===== config.mk =====
export PLATFORM = sky130hd
export DESIGN_NAME = column_aggregate_unit
export DESIGN_NICKNAME = d
export VERILOG_FILES = /design/src/rtl/core/cau_pkg.sv /design/src/rtl/core/cau_front.sv /design/src/rtl/core/cau_queue.sv /design/src/rtl/core/cau_back.sv /design/src/rtl/core/column_aggregate_unit.sv
export SDC_FILE = /design/constraint.sdc
export NUM_CORES = 2
export LEC_CHECK = 0
export BUFFER_PORTS_ARGS = -buffer_cell sky130_fd_sc_hd__buf_4
export CORE_MARGIN = 5
export CORE_UTILIZATION = 60
export CTS_CLUSTER_SIZE = 20
export DETAILED_ROUTE_END_ITERATION = 16
export GPL_TIMING_DRIVEN = 0
export PLACE_DENSITY = 0.9
export SLEW_MARGIN = 20
export SYNTH_ARGS = -nofsm -noshare
export SYNTH_HDL_FRONTEND = slang
export SYNTH_SLANG_ARGS = --single-unit

===== constraint.sdc =====
create_clock -name clk -period 29.9 [get_ports clk]
set_input_delay 5.98 -clock clk [delete_from_list [all_inputs] [get_ports clk]]
set_output_delay 5.98 -clock clk [all_outputs]
set_load 0.01 [all_outputs]

===== src/rtl/core/cau_pkg.sv =====
// ----------------------------------------------------------------------------
// cau_pkg
// shared constants for the column aggregate unit
// ----------------------------------------------------------------------------
package cau_pkg;

	localparam int COUNT_BITS  = 32;
	localparam int QUEUE_DEPTH = 2;

	localparam logic [63:0] S64_MIN = 64'h8000_0000_0000_0000;
	localparam logic [63:0] S64_MAX = 64'h7FFF_FFFF_FFFF_FFFF;

	// column type codes
	localparam logic [2:0] TYPE_TINY    = 3'd0;
	localparam logic [2:0] TYPE_SMALL   = 3'd1;
	localparam logic [2:0] TYPE_INT     = 3'd2;
	localparam logic [2:0] TYPE_BIG     = 3'd3;
	localparam logic [2:0] TYPE_DECIMAL = 3'd4;
	localparam logic [2:0] TYPE_UNSUPP  = 3'd5;

	// configuration register indexes
	localparam logic [1:0] CFG_CONST_MODE    = 2'd0;
	localparam logic [1:0] CFG_CONST_VALUE   = 2'd1;
	localparam logic [1:0] CFG_COLUMN_SORTED = 2'd2;

endpackage


===== src/rtl/core/cau_front.sv =====
// ----------------------------------------------------------------------------
// cau_front
// row intake: type extension, running sum, counts, max, min and type error per group
// ----------------------------------------------------------------------------
module cau_front #(
	parameter int CNT_W = cau_pkg::COUNT_BITS
) (
	input  logic             clk,
	input  logic             arst_n,
	input  logic             accept,
	input  logic [63:0]      value,
	input  logic [2:0]       col_type,
	input  logic             is_null,
	input  logic             last,
	input  logic             column_sorted,
	output logic             push,
	output logic [63:0]      grp_sum,
	output logic             grp_ovf,
	output logic [CNT_W-1:0] grp_nonnull,
	output logic [CNT_W-1:0] grp_rows,
	output logic [63:0]      grp_max,
	output logic [63:0]      grp_min,
	output logic             grp_err
);

	logic [63:0]      sum_q;
	logic             ovf_q;
	logic [CNT_W-1:0] nonnull_q;
	logic [CNT_W-1:0] rows_q;
	logic [63:0]      max_q;
	logic [63:0]      min_q;
	logic             first_q;
	logic             err_q;

	logic [63:0] ext;
	logic        supported;
	logic        usable;
	logic [63:0] sum_raw;
	logic        sat_hit;

	always_comb begin
		case (col_type)
			cau_pkg::TYPE_TINY:  ext = {56'd0, value[7:0]};
			cau_pkg::TYPE_SMALL: ext = {{48{value[15]}}, value[15:0]};
			cau_pkg::TYPE_INT:   ext = {{32{value[31]}}, value[31:0]};
			default:             ext = value;
		endcase
	end

	assign supported = col_type inside {cau_pkg::TYPE_TINY, cau_pkg::TYPE_SMALL,
		cau_pkg::TYPE_INT, cau_pkg::TYPE_BIG};
	assign usable    = supported && !is_null;
	assign sum_raw   = sum_q + ext;
	assign sat_hit   = usable && (sum_q[63] == ext[63]) && (sum_raw[63] != sum_q[63]);

	always_comb begin
		grp_sum = sum_q;
		if (usable) begin
			if (sat_hit) begin
				grp_sum = sum_q[63] ? cau_pkg::S64_MIN : cau_pkg::S64_MAX;
			end else begin
				grp_sum = sum_raw;
			end
		end
		grp_ovf     = ovf_q || sat_hit;
		grp_rows    = (&rows_q) ? rows_q : rows_q + 1'b1;
		grp_nonnull = (is_null || (&nonnull_q)) ? nonnull_q : nonnull_q + 1'b1;
		grp_err     = err_q || (col_type >= cau_pkg::TYPE_UNSUPP);
		grp_max     = max_q;
		grp_min     = min_q;
		if (column_sorted) begin
			if (first_q && usable) begin
				grp_min = ext;
			end
			if (last && usable) begin
				grp_max = ext;
			end
		end else if (usable) begin
			if ($signed(max_q) < $signed(ext)) begin
				grp_max = ext;
			end
			if ($signed(ext) < $signed(min_q)) begin
				grp_min = ext;
			end
		end
	end

	assign push = accept && last;

	always_ff @(posedge clk or negedge arst_n) begin
		if (!arst_n) begin
			sum_q     <= '0;
			ovf_q     <= 1'b0;
			nonnull_q <= '0;
			rows_q    <= '0;
			max_q     <= cau_pkg::S64_MIN;
			min_q     <= cau_pkg::S64_MAX;
			first_q   <= 1'b1;
			err_q     <= 1'b0;
		end else if (accept) begin
			if (last) begin
				sum_q     <= '0;
				ovf_q     <= 1'b0;
				nonnull_q <= '0;
				rows_q    <= '0;
				max_q     <= cau_pkg::S64_MIN;
				min_q     <= cau_pkg::S64_MAX;
				first_q   <= 1'b1;
				err_q     <= 1'b0;
			end else begin
				sum_q     <= grp_sum;
				ovf_q     <= grp_ovf;
				nonnull_q <= grp_nonnull;
				rows_q    <= grp_rows;
				max_q     <= grp_max;
				min_q     <= grp_min;
				first_q   <= 1'b0;
				err_q     <= grp_err;
			end
		end
	end

endmodule


===== src/rtl/core/cau_queue.sv =====
// ----------------------------------------------------------------------------
// cau_queue
// short queue of finished group summaries between intake and result side
// ----------------------------------------------------------------------------
module cau_queue #(
	parameter int CNT_W = cau_pkg::COUNT_BITS,
	parameter int DEPTH = cau_pkg::QUEUE_DEPTH
) (
	input  logic             clk,
	input  logic             arst_n,
	input  logic             push,
	input  logic [63:0]      in_sum,
	input  logic             in_ovf,
	input  logic [CNT_W-1:0] in_nonnull,
	input  logic [CNT_W-1:0] in_rows,
	input  logic [63:0]      in_max,
	input  logic [63:0]      in_min,
	input  logic             in_err,
	input  logic             pop,
	output logic             not_empty,
	output logic             full,
	output logic [63:0]      out_sum,
	output logic             out_ovf,
	output logic [CNT_W-1:0] out_nonnull,
	output logic [CNT_W-1:0] out_rows,
	output logic [63:0]      out_max,
	output logic [63:0]      out_min,
	output logic             out_err
);

	localparam int PTR_W = (DEPTH > 1) ? $clog2(DEPTH) : 1;
	localparam int CNT_QW = $clog2(DEPTH + 1);

	logic [63:0]      sum_mem     [DEPTH];
	logic             ovf_mem     [DEPTH];
	logic [CNT_W-1:0] nonnull_mem [DEPTH];
	logic [CNT_W-1:0] rows_mem    [DEPTH];
	logic [63:0]      max_mem     [DEPTH];
	logic [63:0]      min_mem     [DEPTH];
	logic             err_mem     [DEPTH];

	logic [PTR_W-1:0]  wr_ptr_q;
	logic [PTR_W-1:0]  rd_ptr_q;
	logic [CNT_QW-1:0] fill_q;

	assign not_empty = (fill_q != '0);
	assign full      = (fill_q == CNT_QW'(DEPTH));

	assign out_sum     = sum_mem[rd_ptr_q];
	assign out_ovf     = ovf_mem[rd_ptr_q];
	assign out_nonnull = nonnull_mem[rd_ptr_q];
	assign out_rows    = rows_mem[rd_ptr_q];
	assign out_max     = max_mem[rd_ptr_q];
	assign out_min     = min_mem[rd_ptr_q];
	assign out_err     = err_mem[rd_ptr_q];

	always_ff @(posedge clk) begin
		if (push) begin
			sum_mem[wr_ptr_q]     <= in_sum;
			ovf_mem[wr_ptr_q]     <= in_ovf;
			nonnull_mem[wr_ptr_q] <= in_nonnull;
			rows_mem[wr_ptr_q]    <= in_rows;
			max_mem[wr_ptr_q]     <= in_max;
			min_mem[wr_ptr_q]     <= in_min;
			err_mem[wr_ptr_q]     <= in_err;
		end
	end

	always_ff @(posedge clk or negedge arst_n) begin
		if (!arst_n) begin
			wr_ptr_q <= '0;
			rd_ptr_q <= '0;
			fill_q   <= '0;
		end else begin
			if (push) begin
				wr_ptr_q <= (wr_ptr_q == PTR_W'(DEPTH - 1)) ? '0 : wr_ptr_q + 1'b1;
			end
			if (pop) begin
				rd_ptr_q <= (rd_ptr_q == PTR_W'(DEPTH - 1)) ? '0 : rd_ptr_q + 1'b1;
			end
			if (push && !pop) begin
				fill_q <= fill_q + 1'b1;
			end else if (pop && !push) begin
				fill_q <= fill_q - 1'b1;
			end
		end
	end

endmodule


===== src/rtl/core/cau_back.sv =====
// ----------------------------------------------------------------------------
// cau_back
// result side: bit-serial average divider and registered result beat
// ----------------------------------------------------------------------------
module cau_back #(
	parameter int CNT_W = cau_pkg::COUNT_BITS
) (
	input  logic             clk,
	input  logic             arst_n,
	input  logic             q_valid,
	input  logic [63:0]      q_sum,
	input  logic             q_ovf,
	input  logic [CNT_W-1:0] q_nonnull,
	input  logic [CNT_W-1:0] q_rows,
	input  logic [63:0]      q_max,
	input  logic [63:0]      q_min,
	input  logic             q_err,
	input  logic             const_mode,
	input  logic [63:0]      const_value,
	output logic             pop,
	output logic             done,
	output logic [63:0]      sum_out,
	output logic             sum_overflow,
	output logic [31:0]      count_out,
	output logic [31:0]      row_total,
	output logic [63:0]      max_out,
	output logic [63:0]      min_out,
	output logic [63:0]      avg_out,
	output logic             type_error
);

	typedef enum logic {
		ST_IDLE,
		ST_DIV
	} state_t;

	state_t           state_q;
	logic [5:0]       step_q;
	logic [CNT_W-1:0] rem_q;
	logic [63:0]      quo_q;
	logic             neg_q;
	logic [63:0]      sum_q;
	logic             ovf_q;
	logic [CNT_W-1:0] nonnull_q;
	logic [CNT_W-1:0] rows_q;
	logic [63:0]      max_q;
	logic [63:0]      min_q;
	logic             err_q;

	logic [CNT_W:0] shifted;
	logic [CNT_W:0] diff;
	logic           fits;
	logic [63:0]    quo_n;

	assign pop     = (state_q == ST_IDLE) && q_valid;
	assign shifted = {rem_q, quo_q[63]};
	assign diff    = shifted - {1'b0, rows_q};
	assign fits    = (shifted >= {1'b0, rows_q});
	assign quo_n   = {quo_q[62:0], fits};

	always_ff @(posedge clk or negedge arst_n) begin
		if (!arst_n) begin
			state_q      <= ST_IDLE;
			done         <= 1'b0;
			step_q       <= '0;
			rem_q        <= '0;
			quo_q        <= '0;
			neg_q        <= 1'b0;
			sum_q        <= '0;
			ovf_q        <= 1'b0;
			nonnull_q    <= '0;
			rows_q       <= '0;
			max_q        <= '0;
			min_q        <= '0;
			err_q        <= 1'b0;
			sum_out      <= '0;
			sum_overflow <= 1'b0;
			count_out    <= '0;
			row_total    <= '0;
			max_out      <= '0;
			min_out      <= '0;
			avg_out      <= '0;
			type_error   <= 1'b0;
		end else begin
			done <= 1'b0;
			case (state_q)
				ST_IDLE: begin
					if (q_valid) begin
						sum_q     <= q_sum;
						ovf_q     <= q_ovf;
						nonnull_q <= q_nonnull;
						rows_q    <= q_rows;
						max_q     <= q_max;
						min_q     <= q_min;
						err_q     <= q_err;
						neg_q     <= q_sum[63];
						quo_q     <= q_sum[63] ? (64'd0 - q_sum) : q_sum;
						rem_q     <= '0;
						step_q    <= '1;
						state_q   <= ST_DIV;
					end
				end
				ST_DIV: begin
					rem_q  <= fits ? diff[CNT_W-1:0] : shifted[CNT_W-1:0];
					quo_q  <= quo_n;
					step_q <= step_q - 1'b1;
					if (step_q == '0) begin
						state_q    <= ST_IDLE;
						done       <= 1'b1;
						row_total  <= 32'(rows_q);
						type_error <= err_q;
						if (const_mode) begin
							sum_out      <= const_value;
							sum_overflow <= 1'b0;
							count_out    <= 32'(rows_q);
							max_out      <= const_value;
							min_out      <= const_value;
							avg_out      <= const_value;
						end else begin
							sum_out      <= sum_q;
							sum_overflow <= ovf_q;
							count_out    <= 32'(nonnull_q);
							max_out      <= max_q;
							min_out      <= min_q;
							avg_out      <= neg_q ? (64'd0 - quo_n) : quo_n;
						end
					end
				end
				default: begin
					state_q <= ST_IDLE;
				end
			endcase
		end
	end

endmodule


===== src/rtl/core/column_aggregate_unit.sv =====
// ----------------------------------------------------------------------------
// column_aggregate_unit
// sum, count, max, min and average over a group of column values
// ----------------------------------------------------------------------------
// throughput: one row per cycle while busy is low; each group holds the divider for
//   its whole division, and busy rises while QUEUE_DEPTH finished groups wait for it
// result: done rises when the divider finishes the group of the last row, later
//   if earlier groups still wait in the queue; the receiver cannot stall
// reset: arst_n clears group state, queue, divider and config registers
// ----------------------------------------------------------------------------
module column_aggregate_unit #(
	parameter int COUNT_BITS  = cau_pkg::COUNT_BITS,
	parameter int QUEUE_DEPTH = cau_pkg::QUEUE_DEPTH
) (
	input  logic        clk,
	input  logic        arst_n,
	input  logic        start,
	output logic        busy,
	input  logic [63:0] value,
	input  logic [2:0]  col_type,
	input  logic        is_null,
	input  logic        last,
	input  logic        cfg_valid,
	output logic        cfg_ready,
	input  logic [1:0]  cfg_index,
	input  logic [63:0] cfg_data,
	output logic        done,
	output logic [63:0] sum_out,
	output logic        sum_overflow,
	output logic [31:0] count_out,
	output logic [31:0] row_total,
	output logic [63:0] max_out,
	output logic [63:0] min_out,
	output logic [63:0] avg_out,
	output logic        type_error
);

	logic        const_mode_q;
	logic [63:0] const_value_q;
	logic        column_sorted_q;

	logic                  accept;
	logic                  q_push;
	logic                  q_pop;
	logic                  q_valid;
	logic                  q_full;
	logic [63:0]           f_sum;
	logic                  f_ovf;
	logic [COUNT_BITS-1:0] f_nonnull;
	logic [COUNT_BITS-1:0] f_rows;
	logic [63:0]           f_max;
	logic [63:0]           f_min;
	logic                  f_err;
	logic [63:0]           b_sum;
	logic                  b_ovf;
	logic [COUNT_BITS-1:0] b_nonnull;
	logic [COUNT_BITS-1:0] b_rows;
	logic [63:0]           b_max;
	logic [63:0]           b_min;
	logic                  b_err;

	assign cfg_ready = 1'b1;
	assign busy      = q_full;
	assign accept    = start && !busy;

	always_ff @(posedge clk or negedge arst_n) begin
		if (!arst_n) begin
			const_mode_q    <= 1'b0;
			const_value_q   <= '0;
			column_sorted_q <= 1'b0;
		end else if (cfg_valid && cfg_ready) begin
			case (cfg_index)
				cau_pkg::CFG_CONST_MODE:    const_mode_q    <= cfg_data[0];
				cau_pkg::CFG_CONST_VALUE:   const_value_q   <= cfg_data;
				cau_pkg::CFG_COLUMN_SORTED: column_sorted_q <= cfg_data[0];
				default: ;
			endcase
		end
	end

	cau_front #(
		.CNT_W(COUNT_BITS)
	) u_front (
		.clk          (clk),
		.arst_n       (arst_n),
		.accept       (accept),
		.value        (value),
		.col_type     (col_type),
		.is_null      (is_null),
		.last         (last),
		.column_sorted(column_sorted_q),
		.push         (q_push),
		.grp_sum      (f_sum),
		.grp_ovf      (f_ovf),
		.grp_nonnull  (f_nonnull),
		.grp_rows     (f_rows),
		.grp_max      (f_max),
		.grp_min      (f_min),
		.grp_err      (f_err)
	);

	cau_queue #(
		.CNT_W(COUNT_BITS),
		.DEPTH(QUEUE_DEPTH)
	) u_queue (
		.clk        (clk),
		.arst_n     (arst_n),
		.push       (q_push),
		.in_sum     (f_sum),
		.in_ovf     (f_ovf),
		.in_nonnull (f_nonnull),
		.in_rows    (f_rows),
		.in_max     (f_max),
		.in_min     (f_min),
		.in_err     (f_err),
		.pop        (q_pop),
		.not_empty  (q_valid),
		.full       (q_full),
		.out_sum    (b_sum),
		.out_ovf    (b_ovf),
		.out_nonnull(b_nonnull),
		.out_rows   (b_rows),
		.out_max    (b_max),
		.out_min    (b_min),
		.out_err    (b_err)
	);

	cau_back #(
		.CNT_W(COUNT_BITS)
	) u_back (
		.clk         (clk),
		.arst_n      (arst_n),
		.q_valid     (q_valid),
		.q_sum       (b_sum),
		.q_ovf       (b_ovf),
		.q_nonnull   (b_nonnull),
		.q_rows      (b_rows),
		.q_max       (b_max),
		.q_min       (b_min),
		.q_err       (b_err),
		.const_mode  (const_mode_q),
		.const_value (const_value_q),
		.pop         (q_pop),
		.done        (done),
		.sum_out     (sum_out),
		.sum_overflow(sum_overflow),
		.count_out   (count_out),
		.row_total   (row_total),
		.max_out     (max_out),
		.min_out     (min_out),
		.avg_out     (avg_out),
		.type_error  (type_error)
	);

`ifndef SYNTHESIS
	a_done_single: assert property (@(posedge clk) disable iff (!arst_n)
		done |=> !done)
		else $error("result beat lasted more than one cycle");

	a_pop_nonempty: assert property (@(posedge clk) disable iff (!arst_n)
		q_pop |-> q_valid)
		else $error("queue popped while empty");

	a_push_visible: assert property (@(posedge clk) disable iff (!arst_n)
		q_push |=> q_valid)
		else $error("group summary lost in queue");

	a_no_push_full: assert property (@(posedge clk) disable iff (!arst_n)
		q_full |-> !q_push)
		else $error("group summary pushed into full queue");
`endif

endmodule

==> results.json <==
{
  "synth_fa_ha_area_share_pct": 3.86,
  "die_w_um": 363,
  "power_density_nw_per_um2": 72.8,
  "seq_area_frac_synth_pct": 54.9,
  "cellLeakagePower_nw": 40.0,
  "min_path_type": "reg -> reg",
  "fp.dieH_um": 363,
  "status": "completed",
  "cts_tree": "built",
  "antenna_found_initial": 33,
  "gp_congestion": 1.02,
  "yosys-top-cells-area": "dfrtp_1 32%, edfxtp_1 21%, mux2i_1 6.3%",
  "synthMuxAreaShare_pct": 7.63,
  "yosysWarnings": 0,
  "htreeDepth": 4,
  "relSlewSlack_pct": 15.3,
  "grt_overflow": 0,
  "cts_made_buffers": 154,
  "synth_area_leader_cell": "dfrtp_1",
  "ys_ff_latch": 1529,
  "syn_inst": 7162,
  "syn_nets": 7530,
  "clock-root-buffer": "clkbuf_16",
  "port-buffer-count": 461,
  "skew_ps": 40.7,
  "grt_max_degree": 159,
  "max_freq_ghz": 0.0772,
  "cp.required_ps": 30330,
  "core_um2": 124000,
  "ys.flop_type": "dfrtp_1",
  "period_share_pct": 43.3,
  "postCtsSetupBuffers": 0,
  "clk_pin_slew_ps": 60,
  "maxCapViolCount": 0,
  "synthDistinctLibCells": 88,
  "vias": 64400,
  "firstDrtPassIters": 6,
  "clk_latency_ps": 810,
  "syn_avg_cell_area_um2": 10.4,
  "hold_violations": 0,
  "drv_slew": 0,
  "area_growth_pct": 15.7,
  "drcViolationCount": 0,
  "endpoint_kind": "register",
  "synthArstFlopShare_pct": 66.3,
  "routed_wirelength_mm": 287,
  "drive_gt1_share_pct": 12.6,
  "hold_buffers": 0,
  "grtUsageTotal_pct": 42.6,
  "vias_per_cell": 6.71,
  "hpwl_mm": 216,
  "synth_top_area_share_pct": 31.8,
  "start_util_pct": 60.3,
  "grt_setup_unrepaired": "no",
  "synth_edf_count": 516,
  "ir_drop_mv": 0.0659,
  "first_iter_violations": 10700,
  "synth_compound_area_share_pct": 15.2,
  "io_pins": 464,
  "critPathMaxFanout": 10,
  "grt_pass1_wl_mm": 412,
  "clock-sinks": 1529,
  "cts_resized": 0,
  "dieArea_um2": 131000,
  "fin_setup_tns_ps": 0,
  "synth_xor_area_share_pct": 3.11,
  "fp-row-count": 129,
  "wl_per_cell_um": 29.9,
  "nNetsFinal": 8174,
  "worstMarginPinSlew_ps": 1260,
  "finalSetupViolCount": 0,
  "synth_simple_gate_area_share_pct": 11.6,
  "antenna_left": 0,
  "hold_ws_ps": 483,
  "synth_top_family_by_area": "compound AO/OA/AOI/OAI gates",
  "cp-start-kind": "input pin",
  "period_needed_ps": 12950,
  "syn_area_um2": 74600,
  "critical_path_class": "in -> reg",
  "cp.arrival_ps": 13380,
  "grt_pass1_vias": 61100,
  "clockBufferDepth": 3
}
-- registers in the layout, indices dropped and copies added, names as in the netlist, 63 cells and up --
register,flops
u_back.avg_out,64
u_queue.nonnull_mem,64
u_front.sum_q,64
u_back.min_out,64
u_front.max_q,64
u_queue.rows_mem,64
const_value_q,64
u_back.sum_out,64
u_back.sum_q,63
u_back.max_q,64
u_queue.min_mem,128
u_back.min_q,64
u_back.quo_q,64
u_back.max_out,64
u_queue.max_mem,128
u_front.min_q,64
u_queue.sum_mem,128
-- logic make-up (layout without fill, tap and decap cells) --
| logic type | count (synthesis) | in the layout |
|---|---|---|
| simple gates | 1976 | 1976 |
| compound gates | 1891 | 1891 |
| flops | 1529 | 1529 |
| buf+inv | 713 | 1489 |
| mux | 558 | 558 |
| xor+xnor | 265 | 265 |
| fa+ha+maj | 229 | 229 |
| other cells | 1 | 19 |
-- critical path: stages --
cell and delay (ps):
buf_4 140, or2_2 280, clkbuf_1 200, nor2_1 380
nand3b_1 260, clkbuf_1 360, clkbuf_1 320, o21ai_1 360
ha_1 410, a21oi_1 150, nor2b_1 60, o21ai_0 250
o211ai_1 290, a211o_1 380, a211o_1 290, o21ai_0 480
xnor2_1 210, o21ai_2 750, clkbuf_1 710, clkbuf_1 530
nand2_1 100, o21ai_0 480
-- report_power, final --
group,total (mW),switching [mW],internal (mW)
Clock,2.10,0.881,1.22
Sequential,2.67,0.199,2.47
Combinational,1.51,1.05,0.467
-- cell usage after synthesis (13+ instances only) --
cell,instances
buf_2,44
o211ai_1,33
o41ai_1,18
nand2_1,984
dfrtp_1,948
o221ai_1,24
buf_1,25
or2_2,16
a2bb2oi_1,26
a311oi_1,38
nand2b_1,75
nand3_1,142
o21ai_0,861
nor4_1,31
a21oi_1,355
o221a_2,13
and3_1,25
xnor2_1,171
a31oi_1,87
o21a_1,32
nand4_1,65
clkbuf_1,379
nor3b_1,20
a211oi_1,53
ha_1,227
o22ai_1,13
o21ai_1,35
xor2_1,94
mux2i_1,473
mux2_2,85
and2_1,21
dfstp_2,65
o31ai_1,83
edfxtp_1,516
a22o_1,36
or3_1,29
nor2_1,395
a21o_1,87
nor3_1,114
inv_1,261
o21bai_1,21
nor2b_1,25
-- layer usage --
layer	track usage (%)	vias up	part of all wire [%]
li1	-	26900	-
met1	55.9	31300	35
met2	61.3	5139	42
met3	13.4	1030	14
met4	28.3	26	8.3
met5	0	-	0.059
-- placed cells by master, fill, tap and decap left out, types with 227 or more instances in the layout --
cell type,count
nand2_1,984
inv_1,261
ha_1,227
o21ai_0,857
a21oi_1,355
dfrtp_1,948
buf_4,462
nor2_1,394
mux2i_1,473
edfxtp_1,516
clkbuf_1,401
-- area by class of cell --
cell class              count  area [µm²]
diodes                     18        45.0
fillers                  8594       37400
repair buffers            488        4100
clock inverters            75        1010
multi-input cells        4920       30900
inverters                 262         983
flip-flops and latches   1529       40900
well taps                1637        2050
plain buffers             451        1760
clock buffers             213        4470
-- final timing paths --
path / from / endpoint / slack, ps / depth (start not counted)
hold / removal: u_back.max_out[34]$_DFFE_PN0P_ / u_back.max_out[34]$_DFFE_PN0P_ / 480 / 2
min in group asynchronous: arst_n / u_front.nonnull_q[3]$_DFFE_PN0P_ / 4980 / 1
max in group asynchronous: arst_n / u_back.max_out[19]$_DFFE_PN0P_ / 22130 / 5
setup reg to reg: u_queue.rd_ptr_q$_DFFE_PN0P_ / u_back.quo_q[58]$_DFFE_PN0P_ / 22560 / 18
hold reg to reg: u_back.max_out[34]$_DFFE_PN0P_ / u_back.max_out[34]$_DFFE_PN0P_ / 480 / 2
setup / recovery: col_type[2] / u_queue.max_mem[0][58]$_DFFE_PP_ / 16950 / 22
-- stage by stage --
stage / setup WS (ps) / area, µm² / util (%) / cells / total power [mW]
5_1_grt: 16960 / 86200 / 69.8 / 9577 / 6.45
6_report: 16950 / 86300 / 69.8 / 9593 / 6.28
2_1_floorplan: 11480 / 74600 / - / 7162 / 3.52
4_1_cts: 17450 / 86200 / 69.7 / 9575 / 6.18
3_3_place_gp: 4640 / 80100 / 64.8 / 9260 / 4.10
3_5_place_dp: 16660 / 80800 / 65.3 / 9287 / 4.12
Note: power is estimated with default switching activity, not from simulation.
